### src/sv/hevcnal_pkg.sv
// shared types, constants and record builder for the annex b nal splitter
// no dependencies
package hevcnal_pkg;

  localparam int OFS_BITS = 32;

  typedef logic [OFS_BITS-1:0] ofs_t;

  localparam logic [7:0] BYTE_ZERO  = 8'h00;
  localparam logic [7:0] BYTE_ONE   = 8'h01;
  localparam logic [2:0] PREFIX_SHORT = 3'd3;
  localparam logic [2:0] PREFIX_LONG  = 3'd4;
  localparam logic [5:0] TYPE_VPS   = 6'd32;
  localparam logic [5:0] TYPE_SPS   = 6'd33;
  localparam logic [5:0] TYPE_PPS   = 6'd34;
  localparam logic [5:0] TYPE_IRAP_LO = 6'd19;
  localparam logic [5:0] TYPE_IRAP_MID = 6'd20;
  localparam logic [5:0] TYPE_IRAP_HI = 6'd21;

  typedef struct packed {
    logic [31:0] unit_offset;
    logic [31:0] unit_size;
    logic [2:0]  prefix_len;
    logic [5:0]  unit_type;
    logic        is_param_set;
    logic        is_key_frame;
    logic        is_first_slice;
    logic        at_buffer_start;
    logic        end_of_buffer;
  } rec_t;

  typedef struct packed {
    logic valid;
    rec_t rec;
  } rec_push_t;

  function automatic rec_t make_rec(ofs_t start, ofs_t stop, logic [2:0] prefix,
                                    logic [5:0] kind, logic sflag, logic eob);
    rec_t r;
    ofs_t size;
    size = stop - start;
    r.unit_offset     = 32'(start);
    r.unit_size       = 32'(size);
    r.prefix_len      = prefix;
    r.unit_type       = kind;
    r.is_param_set    = (kind == TYPE_VPS) || (kind == TYPE_SPS) || (kind == TYPE_PPS);
    r.is_key_frame    = (kind == TYPE_IRAP_LO) || (kind == TYPE_IRAP_MID) ||
                        (kind == TYPE_IRAP_HI);
    r.is_first_slice  = (kind <= TYPE_IRAP_HI) && sflag &&
                        (size >= ofs_t'({1'b0, prefix} + 4'd3));
    r.at_buffer_start = (start == '0);
    r.end_of_buffer   = eob;
    return r;
  endfunction

endpackage

### src/sv/hevcnal_scan.sv
// start code scanner: per-byte state update and record generation
// depends on hevcnal_pkg
module hevcnal_scan (
  input  logic                   clk,
  input  logic                   rst,
  input  logic                   go,
  input  logic [7:0]             data_byte,
  input  logic                   last_byte,
  output hevcnal_pkg::rec_push_t push_a,
  output hevcnal_pkg::rec_push_t push_b
);
  import hevcnal_pkg::*;

  ofs_t       byte_offset, byte_offset_next;
  logic [1:0] zero_run, zero_run_next;
  logic       pending_code, pending_code_next;
  ofs_t       pending_start, pending_start_next;
  logic [2:0] pending_prefix, pending_prefix_next;
  logic       unit_active, unit_active_next;
  ofs_t       unit_start, unit_start_next;
  logic [2:0] unit_prefix, unit_prefix_next;
  logic [5:0] unit_kind, unit_kind_next;
  logic [1:0] payload_count, payload_count_next;
  logic       slice_flag_bit, slice_flag_bit_next;
  logic [2:0] pre;
  logic       is_code;

  always_comb begin
    pre = (zero_run == 2'd3) ? PREFIX_LONG : PREFIX_SHORT;
    is_code = (data_byte == BYTE_ONE) && (zero_run >= 2'd2) && !last_byte;

    push_a.valid = go && pending_code && unit_active;
    push_a.rec   = make_rec(unit_start, pending_start, unit_prefix, unit_kind,
                            slice_flag_bit, 1'b0);

    unit_active_next    = unit_active || pending_code;
    unit_start_next     = pending_code ? pending_start : unit_start;
    unit_prefix_next    = pending_code ? pending_prefix : unit_prefix;
    unit_kind_next      = pending_code ? data_byte[6:1] : unit_kind;
    payload_count_next  = pending_code ? 2'd0 : payload_count;
    slice_flag_bit_next = pending_code ? 1'b0 : slice_flag_bit;

    if (unit_active_next) begin
      if (payload_count_next == 2'd2) begin
        slice_flag_bit_next = data_byte[7];
      end
      if (payload_count_next != 2'd3) begin
        payload_count_next = payload_count_next + 2'd1;
      end
    end

    pending_code_next   = 1'b0;
    pending_start_next  = pending_start;
    pending_prefix_next = pending_prefix;
    if (data_byte == BYTE_ZERO) begin
      zero_run_next = (zero_run == 2'd3) ? zero_run : zero_run + 2'd1;
    end else begin
      zero_run_next = 2'd0;
      if (is_code) begin
        pending_code_next   = 1'b1;
        pending_prefix_next = pre;
        pending_start_next  = byte_offset - ofs_t'(pre - 3'd1);
      end
    end

    push_b.valid = go && last_byte && unit_active_next;
    push_b.rec   = make_rec(unit_start_next, byte_offset + ofs_t'(1), unit_prefix_next,
                            unit_kind_next, slice_flag_bit_next, 1'b1);

    byte_offset_next = byte_offset + ofs_t'(1);
  end

  always_ff @(posedge clk) begin
    if (rst || (go && last_byte)) begin
      byte_offset    <= '0;
      zero_run       <= 2'd0;
      pending_code   <= 1'b0;
      pending_start  <= '0;
      pending_prefix <= PREFIX_SHORT;
      unit_active    <= 1'b0;
      unit_start     <= '0;
      unit_prefix    <= PREFIX_SHORT;
      unit_kind      <= 6'd0;
      payload_count  <= 2'd0;
      slice_flag_bit <= 1'b0;
    end else if (go) begin
      byte_offset    <= byte_offset_next;
      zero_run       <= zero_run_next;
      pending_code   <= pending_code_next;
      pending_start  <= pending_start_next;
      pending_prefix <= pending_prefix_next;
      unit_active    <= unit_active_next;
      unit_start     <= unit_start_next;
      unit_prefix    <= unit_prefix_next;
      unit_kind      <= unit_kind_next;
      payload_count  <= payload_count_next;
      slice_flag_bit <= slice_flag_bit_next;
    end
  end

endmodule

### src/sv/hevcnal_fifo.sv
// four-entry record queue, up to two writes and one read per cycle
// depends on hevcnal_pkg
module hevcnal_fifo (
  input  logic                   clk,
  input  logic                   rst,
  input  hevcnal_pkg::rec_push_t push_a,
  input  hevcnal_pkg::rec_push_t push_b,
  output logic                   room2,
  output logic                   pop_valid,
  input  logic                   pop_ready,
  output hevcnal_pkg::rec_t      pop_rec
);
  import hevcnal_pkg::*;

  rec_t       mem [4];
  logic [1:0] wr_ptr, rd_ptr;
  logic [2:0] count;
  logic       pop;
  logic [1:0] n_push;
  rec_t       first;

  always_comb begin
    pop       = pop_valid && pop_ready;
    n_push    = {1'b0, push_a.valid} + {1'b0, push_b.valid};
    first     = push_a.valid ? push_a.rec : push_b.rec;
    room2     = (count <= 3'd2);
    pop_valid = (count != 3'd0);
    pop_rec   = mem[rd_ptr];
  end

  always_ff @(posedge clk) begin
    if (n_push != 2'd0) begin
      mem[wr_ptr] <= first;
    end
    if (n_push == 2'd2) begin
      mem[wr_ptr + 2'd1] <= push_b.rec;
    end
  end

  always_ff @(posedge clk) begin
    if (rst) begin
      wr_ptr <= 2'd0;
      rd_ptr <= 2'd0;
      count  <= 3'd0;
    end else begin
      wr_ptr <= wr_ptr + n_push;
      if (pop) begin
        rd_ptr <= rd_ptr + 2'd1;
      end
      count <= count + {1'b0, n_push} - {2'b0, pop};
    end
  end

endmodule

### src/sv/hevc_annexb_nal_splitter_top.sv
// top level of the annex b nal splitter: input beat register, scanner, record queue
// depends on hevcnal_pkg, hevcnal_scan, hevcnal_fifo
//
// Takes one stream byte per beat, with last_byte marking the final byte of a
// buffer, and delivers one record per completed nal unit (offset, size, start
// code length, type and flags). One byte is taken every cycle while the record
// queue has room for two records; the scanner lies between the input register
// and the four-entry record queue. A buffer's final byte may yield two records,
// the first with end_of_buffer low. Records leave one per cycle while out_ready
// is high. Offsets and sizes wrap at 2^32. Bytes before the first start code
// give no record.
module hevc_annexb_nal_splitter_top (
  input  logic        clk,
  input  logic        rst,
  input  logic        in_valid,
  output logic        in_ready,
  input  logic [7:0]  data_byte,
  input  logic        last_byte,
  output logic        out_valid,
  input  logic        out_ready,
  output logic [31:0] unit_offset,
  output logic [31:0] unit_size,
  output logic [2:0]  prefix_len,
  output logic [5:0]  unit_type,
  output logic        is_param_set,
  output logic        is_key_frame,
  output logic        is_first_slice,
  output logic        at_buffer_start,
  output logic        end_of_buffer
);
  import hevcnal_pkg::*;

  logic      hold_valid;
  logic [7:0] hold_byte;
  logic      hold_last;
  logic      go;
  logic      room2;
  rec_push_t push_a, push_b;
  rec_t      pop_rec;

  assign go       = hold_valid && room2;
  assign in_ready = !hold_valid || go;

  always_ff @(posedge clk) begin
    if (rst) begin
      hold_valid <= 1'b0;
    end else if (in_ready) begin
      hold_valid <= in_valid;
    end
  end

  always_ff @(posedge clk) begin
    if (in_ready && in_valid) begin
      hold_byte <= data_byte;
      hold_last <= last_byte;
    end
  end

  hevcnal_scan u_scan (
    .clk       (clk),
    .rst       (rst),
    .go        (go),
    .data_byte (hold_byte),
    .last_byte (hold_last),
    .push_a    (push_a),
    .push_b    (push_b)
  );

  hevcnal_fifo u_fifo (
    .clk       (clk),
    .rst       (rst),
    .push_a    (push_a),
    .push_b    (push_b),
    .room2     (room2),
    .pop_valid (out_valid),
    .pop_ready (out_ready),
    .pop_rec   (pop_rec)
  );

  assign unit_offset     = pop_rec.unit_offset;
  assign unit_size       = pop_rec.unit_size;
  assign prefix_len      = pop_rec.prefix_len;
  assign unit_type       = pop_rec.unit_type;
  assign is_param_set    = pop_rec.is_param_set;
  assign is_key_frame    = pop_rec.is_key_frame;
  assign is_first_slice  = pop_rec.is_first_slice;
  assign at_buffer_start = pop_rec.at_buffer_start;
  assign end_of_buffer   = pop_rec.end_of_buffer;

endmodule
### config.mk
export PLATFORM = sky130hd
export DESIGN_NAME = hevc_annexb_nal_splitter_top
export DESIGN_NICKNAME = d
export VERILOG_FILES = /design/src/sv/hevcnal_pkg.sv /design/src/sv/hevcnal_scan.sv /design/src/sv/hevcnal_fifo.sv /design/src/sv/hevc_annexb_nal_splitter_top.sv
export SDC_FILE = /design/constraint.sdc
export NUM_CORES = 1
export LEC_CHECK = 0
export BUFFER_PORTS_ARGS = -buffer_cell sky130_fd_sc_hd__buf_4
export CORE_MARGIN = 1
export CORE_UTILIZATION = 39
export DETAILED_ROUTE_END_ITERATION = 10
export PLACE_DENSITY = 0.54
export SYNTH_ARGS = -nofsm -noshare
export SYNTH_HDL_FRONTEND = slang
export SYNTH_SLANG_ARGS = --single-unit
### constraint.sdc
create_clock -name clk -period 5.9 [get_ports clk]
set_input_delay 1.18 -clock clk [delete_from_list [all_inputs] [get_ports clk]]
set_output_delay 1.18 -clock clk [all_outputs]
set_load 0.05 [all_outputs]
==> results of run 1 <==
==> metal layers <==
metal  vias up  track usage [%]  part of all wire (%)
met4         0             5.58                   1.9
met3       102             3.21                   6.0
met1      9853             35.5                    46
li1       9001                -                     -
met5         -                0                     0
met2       682             40.2                    46
==> cell type report <==
| cell class | instances | area [µm²] | area share, % |
|---|---|---|---|
| sequential | 445 | 12100 | 42.9 |
| multi-input combinational | 1637 | 11800 | 41.8 |
| clock buffer | 59 | 1330 | 4.71 |
| timing repair buffer | 161 | 1300 | 4.60 |
| tap | 837 | 1050 | 3.72 |
| clock inverter | 36 | 389 | 1.38 |
| inverter | 70 | 263 | 0.932 |
| antenna | 1 | 2.50 | 0.00888 |
==> sequential cells by signal, indices dropped and copies added (netlist names), 2 cells and up, named ones only <==
signal	cells
u_fifo.rd_ptr	2
u_scan.byte_offset	32
u_scan.zero_run	2
u_scan.unit_prefix	3
u_fifo.wr_ptr	2
hold_byte	8
u_scan.pending_prefix	2
u_scan.pending_start	32
u_scan.payload_count	2
u_scan.unit_kind	6
u_scan.unit_start	32
u_fifo.mem	312
u_fifo.count	3
==> critical path: stages, from the launching register on <==
cell and delay (ns):
dfxtp_1 0.44, ha_1 0.25, nand3_1 0.20, nor3_1 0.32
and3_1 0.25, and3_1 0.26, xor2_1 0.18, ha_1 0.36
a21oi_1 0.32, o21ai_0 0.23, a22o_1 0.27, a21oi_1 0.24
o211ai_1 0.26, a41o_1 0.31, xnor2_1 0.49, nor4bb_2 0.39
a21o_1 0.18, o21a_1 0.11, a21oi_1 0.04
==> cells in the mapped netlist (all sizes together), types with 14 or more instances <==
library cell,instances,area (µm²)
a211oi,71,533
o22ai,265,1660
nor3,30,150
nand4,25,156
buf,35,149
dfxtp,128,2560
edfxtp,317,9520
o211ai,14,105
nand2,158,598
a21oi,119,599
nand3,35,175
or3,24,156
a21o,32,240
mux4,78,1760
xor2,60,526
and3,17,106
clkbuf,136,541
inv,69,259
nor2b,14,87.6
ha,83,1040
xnor2,80,708
nor4,19,125
nor2,228,856
o21ai,106,531
mux2i,43,430
==> repair_timing <==
item                       in CTS  in global routing
setup buffers                   0                  0
hold buffers                    0                  0
gates resized for setup         0                  5
setup endpoints to repair       0                  5
hold endpoints to repair        0                  0
==> cell families (layout without fill, tap and decap cells) <==
family                     Yosys count  count (layout)  share of synthesized area, %
and+or+nand+nor                    604             604                          11.4
buffers and inverters              241             326                          3.85
DFF                                445             445                          48.9
AOI/OAI and AO/OA                  682             682                          17.4
muxes                              125             125                          9.03
xor gates and xnor gates           140             140                          4.99
adders and majority gates           86              86                          4.44
other                                0               1                             0
==> layout by cell type (no fill, tap or decap), drive strengths merged, types with 7 or more instances in the layout <==
master | synthesis | final
edfxtp | 317 | 317
o22ai | 265 | 265
nor2 | 228 | 228
buf | 35 | 161
nand2 | 158 | 158
dfxtp | 128 | 128
a21oi | 119 | 119
o21ai | 106 | 106
ha | 83 | 83
xnor2 | 80 | 80
mux4 | 78 | 78
inv | 69 | 72
a211oi | 71 | 71
xor2 | 60 | 60
clkbuf | 136 | 59
mux2i | 43 | 43
nand3 | 35 | 35
a21o | 32 | 32
nor3 | 30 | 30
nand4 | 25 | 25
or3 | 24 | 24
clkinv | 1 | 20
nor4 | 19 | 19
and3 | 17 | 17
o211ai | 14 | 14
nor2b | 14 | 14
a31oi | 13 | 13
nand2b | 13 | 13
o21a | 10 | 10
and2 | 8 | 8
bufinv | 0 | 7
clkinvlp | 0 | 7
==> power by group <==
group          switching [mW]  total (mW)  internal, mW
combinational            2.03        3.13          1.10
sequential              0.201        3.58          3.38
clock                    1.36        3.29          1.93
total                    3.59        10.0          6.40
==> final timing paths <==
check / from / to / cells past startpoint
max: u_scan.byte_offset[0]$_SDFFE_PP0P_ / u_fifo.mem[3][2]$_DFFE_PP_ / 18
max reg2reg: u_scan.byte_offset[0]$_SDFFE_PP0P_ / u_fifo.mem[3][2]$_DFFE_PP_ / 18
min reg2reg: u_fifo.mem[2][0]$_SDFFE_PP1P_ / u_fifo.mem[2][0]$_SDFFE_PP1P_ / 2
min: u_fifo.mem[2][0]$_SDFFE_PP1P_ / u_fifo.mem[2][0]$_SDFFE_PP1P_ / 2
==> impl_metrics.toml, run 1 <==
[outcome]
status = "finished clean"

[clock_network]
h-tree-depth = 2
clock_sinks = 445
cts_tree = "done"
cts_buffer_depth = 3
clkLatencyLatePin_ns = 0.61
clock_tree.root_cell = "clkbuf_16"
clk_pin_slew_ns = 0.06
cts_made_buffers = 51

[placement]
place_inst = 3150
placed_cell_area_um2 = 26400
place_worst_setup_slack_ns = 0.320
dp.final_hpwl_um = 54500
gp_congestion = 0.878
io_buffers = 92

[job]
maxCapViolations = 0

[cells_and_area]
fillers = 5896
postLayoutCellArea_um2 = 28200
fin_cells = 3246
syn_to_final_growth_pct = 14.0
drive_gt1_share_pct = 15.1
final_util_pct = 45.3
final_nets = 2465

[logic_synthesis]
yosysSeqAreaShare_pct = 48.9
synth.distinct_cells = 85
synth_nets = 2422
ys_seq_elements = 445
avgSynthCellArea_um2 = 10.6
ys_warn_count = 0
syn-instance-count = 2323
synth-edff-count = 317
netlist_area_um2 = 24700
ys.flop_type = "edfxtp_1"
async_flop_share_pct = 0

[timing]
slew_violations = 0
tightest_slew_ns = 1.03
fin_crit_ns = 5.37
clock_skew_ns = 0.0323
setup-tns-final_ns = 0
rsz0062_at_grt = "no"
slew_headroom_pct = 29.4
hold_violations = 0
whs_ns = 0.466
setup_viol = 0
fin_crit_sh_pct = 91.0
setup_ws_ns = 0.530
max_freq_ghz = 0.186

[routing]
drtPass1Iterations = 5
routedWlPerCell_um = 24.7
routed_wirelength_um = 80300
drc = 0
ant_nets = 0
drt_iter0_markers = 1897
vias = 19638
vias_per_cell = 6.05

[floorplan]
die-area_um2 = 64400
die_x_um = 254
row_count = 91
fp.dieH_um = 254
core_area_um2 = 62200
ios = 93
start_util_pct = 39.8

[grt]
antenna_found_initial = 0
grt_usage_pct = 24.9
grt_max_degree = 91
grt_pass1_wl_um = 120000
grt_overflow = 0
grt_pass1_vias = 19081

[power]
ir_worst_vdd_mv = 0.255
p_per_area_nw_per_um2 = 355
power.leakage_nw = 10.3
total_power_mw = 10.0

[setup_path]
critPathCaptureType = "register"
crit_path_start_kind = "register"
criticalPathCategory = "register to register"
rrSetupSlack_ns = 0.53
cp_data_required_time_ns = 6.23
critical_path_arrival_ns = 5.70
worstPathMaxFanout = 11

[worst_hold_path]
hold_class = "register to register"
(Power assumes the default switching activity.)
==> run 2, diff against run 1 <==
CAP_MARGIN = 0   (was not set)
PLACE_DENSITY = 0.56   (was 0.54)
clock period = 4.7 ns   (was 5.9 ns; I/O delays follow)
==> impl_metrics.toml, run 2 (synthesis results as in run 1) <==
[setup_path]
r2r_end = "u_fifo.mem[1][2]$_DFFE_PP_"
criticalPathCategory = "register to register"
crit_chain = "nand2_1, nor4_2, buf_4, and3_1, nand3_1, buf_4, xnor2_1, ha_1, a21o_1, a21o_1, a221oi_4, a21oi_2, or3b_1, a31oi_1, xor2_1, and4b_1, buf_4, a21oi_2, nand2_1, o21ai_1"
critical_path_arrival_ns = 4.83
rrSetupSlack_ns = 0.19
r2r_cells = 20
rr_startpoint = "u_scan.byte_offset[3]$_SDFFE_PP0P_"
path_delay_family = "simple AND/OR/NAND/NOR gates"
critical-path-slowest-cell = "dfxtp_1"
cpMostUsedCell = "buf_4"
critPathCaptureType = "register"
cp_data_required_time_ns = 5.02
crit_path_start_kind = "register"
path_buf_inv = 3
worstPathMaxFanout = 8
critPathMaxStageDelay_ns = 0.46

[grt]
grt_pass1_wl_um = 122000
grt_pass1_vias = 19456
grt_overflow = 0
grt_usage_pct = 25.0
grt_max_degree = 79
antenna_found_initial = 0

[routing]
routedWlPerCell_um = 24.1
vias = 20167
drt_iter0_markers = 1959
ant_nets = 0
drc = 0
routed_wirelength_um = 81400
drtPass1Iterations = 5
vias_per_cell = 5.97

[clock_network]
cts_buffer_depth = 3
clock_tree.root_cell = "clkbuf_16"
h-tree-depth = 2
cts_made_buffers = 49
clkLatencyLatePin_ns = 0.61
cts_tree = "done"
clk_pin_slew_ns = 0.06
hold_buffers = 0
clock_sinks = 445

[power]
p_per_area_nw_per_um2 = 427
p_sw_share_pct = 36.1
pwr-share-comb_pct = 35.3
p_clk_share_pct = 29.9
p_switching_mw = 4.52
internal_power_mw = 7.99
power.leakage_nw = 11.0
ir_worst_vdd_mv = 0.451
power_frac_seq_pct = 34.8
total_power_mw = 12.5

[cells_and_area]
final_util_pct = 47.2
syn_to_final_growth_pct = 18.6
largest_register_ffs = 312
fillers = 5781
layout_common_cells = "edfxtp_1 (317), buf_4 (289), o22ai_1 (265), nor2_1 (224), nand2_1 (151)"
drive_gt1_share_pct = 20.7
regMostFlops = "u_fifo.mem"
final_nets = 2601
mostFrequentLayoutCell = "edfxtp_1"

[job]
maxCapViolations = 0

[timing]
fin_crit_sh_pct = 95.9
tightest_slew_ns = 0.958
slew_headroom_pct = 35.5
slew_violations = 0
hold_violations = 0
fin_crit_ns = 4.51
setup_viol = 0
whs_ns = 0.464
clock_skew_ns = 0.0265
setup_ws_ns = 0.192
max_freq_ghz = 0.222

[placement]
place_worst_setup_slack_ns = -0.0108
gp_congestion = 0.915
io_buffers = 92
dp.final_hpwl_um = 55400

[floorplan]
start_util_pct = 39.8
ios = 93
core_area_um2 = 62200
fp.dieH_um = 254
die-area_um2 = 64400
row_count = 91
die_x_um = 254

[worst_hold_path]
hold_class = "register to register"
holdPathEnd = "u_scan.payload_count[1]$_SDFFE_PP0P_"
hold_path_startpoint = "u_scan.payload_count[1]$_SDFFE_PP0P_"
hold_depth = 2

[outcome]
status = "finished clean"
[run 2: changes by cell type in the layout (fill, tap and decap cells not counted), moves of 5 or more]
| cell | previous run | this run |
|---|---|---|
| buf_4 | 154 | 289 |
| clkinvlp_4 | 7 | 2 |
| a21oi_1 | 118 | 111 |
| a21oi_2 | 1 | 7 |
| bufinv_16 | 7 | 2 |
| clkbuf_1 | 7 | 16 |
[run 2: power by group through the flow]
| stage | Sequential [mW] | Combinational [mW] | Clock, mW |
|---|---|---|---|
| 2_1_floorplan | 4.37 | 2.81 | 0 |
| 3_5_place_dp | 4.43 | 4.26 | 0 |
| 4_1_cts | 4.35 | 4.28 | 3.79 |
| 3_3_place_gp | 4.43 | 4.22 | 0 |
| 6_report | 4.35 | 4.42 | 3.74 |
| 5_1_grt | 4.36 | 4.71 | 3.93 |
[run 2: area by class of cell]
class                      instances  area, µm²  share of cell area (%)
multi-input combinational       1637      12000                    41.1
antenna                            1       2.50                 0.00853
inverter                          70        263                   0.896
timing repair buffer             299       2370                    8.08
tap                              837       1050                    3.57
clock inverter                    24        170                   0.580
clock buffer                      67       1340                    4.56
sequential                       445      12100                    41.2
[run 2: worst max-delay path by stage]
stage	from	endpoint	slack [ns]	cells after the start
after floorplan	u_scan.byte_offset[0]$_SDFFE_PP0P_	u_fifo.mem[3][2]$_DFFE_PP_	-0.03	22
after global placement	u_scan.byte_offset[0]$_SDFFE_PP0P_	u_fifo.mem[1][2]$_DFFE_PP_	0.08	20
after detailed placement	u_scan.byte_offset[1]$_SDFFE_PP0P_	u_fifo.mem[1][2]$_DFFE_PP_	-0.01	22
after CTS	u_scan.byte_offset[1]$_SDFFE_PP0P_	u_fifo.mem[1][2]$_DFFE_PP_	0.008	22
after global routing	u_scan.byte_offset[1]$_SDFFE_PP0P_	u_fifo.mem[0][2]$_DFFE_PP_	-0.03	19
final	u_scan.byte_offset[3]$_SDFFE_PP0P_	u_fifo.mem[1][2]$_DFFE_PP_	0.19	20
[run 2: what timing repair did]
item,in CTS,in global routing
gates resized for setup,1,56
endpoints found under the setup margin,3,37
gates cloned,0,0
pin swaps,0,29
buffers inserted,0,10
[run 2: layer usage]
layer  share of wire, %  vias up  wire, µm  GRT usage [%]
met5                  0        -         0              0
met4                1.9        0      1550           5.92
met3                7.5      116      6090           3.94
met2                 46      819     37300           39.7
met1                 45     9950     36500           35.8
li1                   -     9282         -              -
[run 2: metrics by stage]
step | TNS, ns | cells | cell area (µm²)
after floorplan | -0.0329 | 2323 | 24800
after global placement | 0 | 3278 | 27500
after detailed placement | -0.0108 | 3278 | 27500
after CTS | 0 | 3369 | 29000
after global routing | -0.0380 | 3379 | 29300
final | 0 | 3380 | 29300
[run 2: worst min-delay path: cells and delay by family (launching register included)]
family                 cells  cell delay (ns)
AO/OA/AOI/OAI              1             0.05
buffers and inverters      1             0.05
flip-flops                 1             0.32
==> run 3, diff against run 2 <==
CORE_UTILIZATION = 30   (was 39)
PLACE_DENSITY = 0.46   (was 0.56)
==> impl_metrics.toml, run 3 (synthesis results as in run 1) <==
[floorplan]
core_area_um2 = 81100
die-area_um2 = 83500
ios = 93
row_count = 104
fp.dieH_um = 289
start_util_pct = 30.5
die_x_um = 289

[timing]
tightest_slew_ns = 1.05
slew_headroom_pct = 30.3
fin_crit_ns = 4.51
clock_skew_ns = 0.0421
setup-tns-final_ns = 0
fin_crit_sh_pct = 95.9
slew_violations = 0
max_freq_ghz = 0.222
setup_viol = 0
hold_violations = 0

[routing]
vias_per_cell = 5.58
drt_iter0_markers = 1897
drc = 0
vias = 20183
ant_nets = 0
drtPass1Iterations = 5
routed_wirelength_um = 87800
routedWlPerCell_um = 24.3

[setup_path]
worstPathMaxFanout = 6
cp_data_required_time_ns = 5.04
crit_chain = "ha_4, nand3_4, nor3_4, and3_4, and3_4, nand3_4, nor2_4, nand3_2, xnor2_2, ha_1, nand3_2, inv_1, a221oi_2, a21oi_2, or3b_1, a31oi_1, xor2_1, and4b_1, buf_4, a21oi_2, nand2_1, o21ai_1"
criticalPathCategory = "register to register"
crit_path_start_kind = "register"
critPathCaptureType = "register"
critPathMaxStageDelay_ns = 0.39
rrSetupSlack_ns = 0.19
critical-path-slowest-cell = "or3b_1"
path_buf_inv = 2
critical_path_arrival_ns = 4.84
path_delay_family = "simple AND/OR/NAND/NOR gates"

[worst_hold_path]
hold_class = "register to register"

[job]
maxCapViolations = 0

[cells_and_area]
layout_common_cells = "edfxtp_1 (317), buf_4 (302), o22ai_1 (265), nor2_1 (223), nand2_1 (151)"
n_antenna_cell = 0
largest_register_ffs = 312
fillers = 7969
mostFrequentLayoutCell = "edfxtp_1"
postLayoutCellArea_um2 = 29900
syn_to_final_growth_pct = 21.0
final_nets = 2614
drive_gt1_share_pct = 22.0
regMostFlops = "u_fifo.mem"

[grt]
antenna_found_initial = 0
grt_usage_pct = 20.9
grt_pass1_wl_um = 130000
grt_overflow = 0
grt_pass1_vias = 19927
grt_max_degree = 79

[clock_network]
h-tree-depth = 2
cts_tree = "done"
clk_pin_slew_ns = 0.06
clock_tree.root_cell = "clkbuf_16"
clock_sinks = 445
clkLatencyLatePin_ns = 0.63
cts_made_buffers = 50
cts_buffer_depth = 3

[placement]
placed_cell_area_um2 = 27800
io_buffers = 92
gp_congestion = 0.885
dp.final_hpwl_um = 60000

[power]
power.leakage_nw = 11.1
internal_power_mw = 8.15
ir_worst_vdd_mv = 0.324
p_per_area_nw_per_um2 = 429
p_sw_share_pct = 36.5
pwr-share-comb_pct = 35.6
p_clk_share_pct = 30.7
p_switching_mw = 4.69
power_frac_seq_pct = 33.7

[outcome]
status = "finished clean"
==> run 3: area by class of cell <==
cell class / count / area [µm²] / area share [%]
sequential: 445 / 12100 / 40.4
inverter: 70 / 263 / 0.879
clock inverter: 19 / 255 / 0.853
clock buffer: 75 / 1380 / 4.60
multi-input combinational: 1637 / 12100 / 40.6
timing repair buffer: 311 / 2450 / 8.18
tap: 1060 / 1330 / 4.43
==> run 3: routing by layer <==
layer	GRT usage (%)	vias to the layer above	share of wire [%]
met5	0	-	0
met4	5.12	0	2.0
met3	2.95	100	6.2
met2	33.3	676	46
met1	29.7	10103	46
li1	-	9304	-
==> run 3: through the flow <==
stage	instances	util (%)	total power, mW	hold slack, ns	setup WS (ns)
after floorplan	2323	-	7.18	0.435	-0.0329
after global placement	3507	34.3	8.78	0.444	-0.0691
after detailed placement	3507	34.3	8.80	0.456	-0.0938
after CTS	3601	36.3	12.8	0.448	-0.00407
after global routing	3617	36.9	13.4	0.451	-0.0157
final	3617	36.9	12.8	0.469	0.193
==> run 3: path summary, 6_finish.rpt <==
check                                              end                                  from  cells after the start
hold reg to reg   u_scan.payload_count[1]$_SDFFE_PP0P_  u_scan.payload_count[1]$_SDFFE_PP0P_                      2
setup reg to reg            u_fifo.mem[0][2]$_DFFE_PP_    u_scan.byte_offset[1]$_SDFFE_PP0P_                     22
hold / removal    u_scan.payload_count[1]$_SDFFE_PP0P_  u_scan.payload_count[1]$_SDFFE_PP0P_                      2
setup / recovery            u_fifo.mem[0][2]$_DFFE_PP_    u_scan.byte_offset[1]$_SDFFE_PP0P_                     22
==> run 3: power groups by stage <==
stage	clock network (mW)	registers [mW]	logic [mW]
global route	4.15	4.34	4.91
CTS	4.02	4.33	4.44
global placement	0	4.41	4.37
floorplan	0	4.37	2.81
finish	3.94	4.33	4.57
detailed placement	0	4.41	4.39
==> run 3: what timing repair did <==
action,4_1_cts,5_1_grt
pin swaps,0,29
endpoints found under the setup margin,8,55
hold buffers,0,0
buffers inserted,0,16
gates resized for setup,7,72
==> run 3: worst min-delay path: cells and delay by family (launching register included) <==
family | cells | cell delay [ns]
AO/OA/AOI/OAI | 1 | 0.05
flip-flops | 1 | 0.32
buffers and inverters | 1 | 0.05
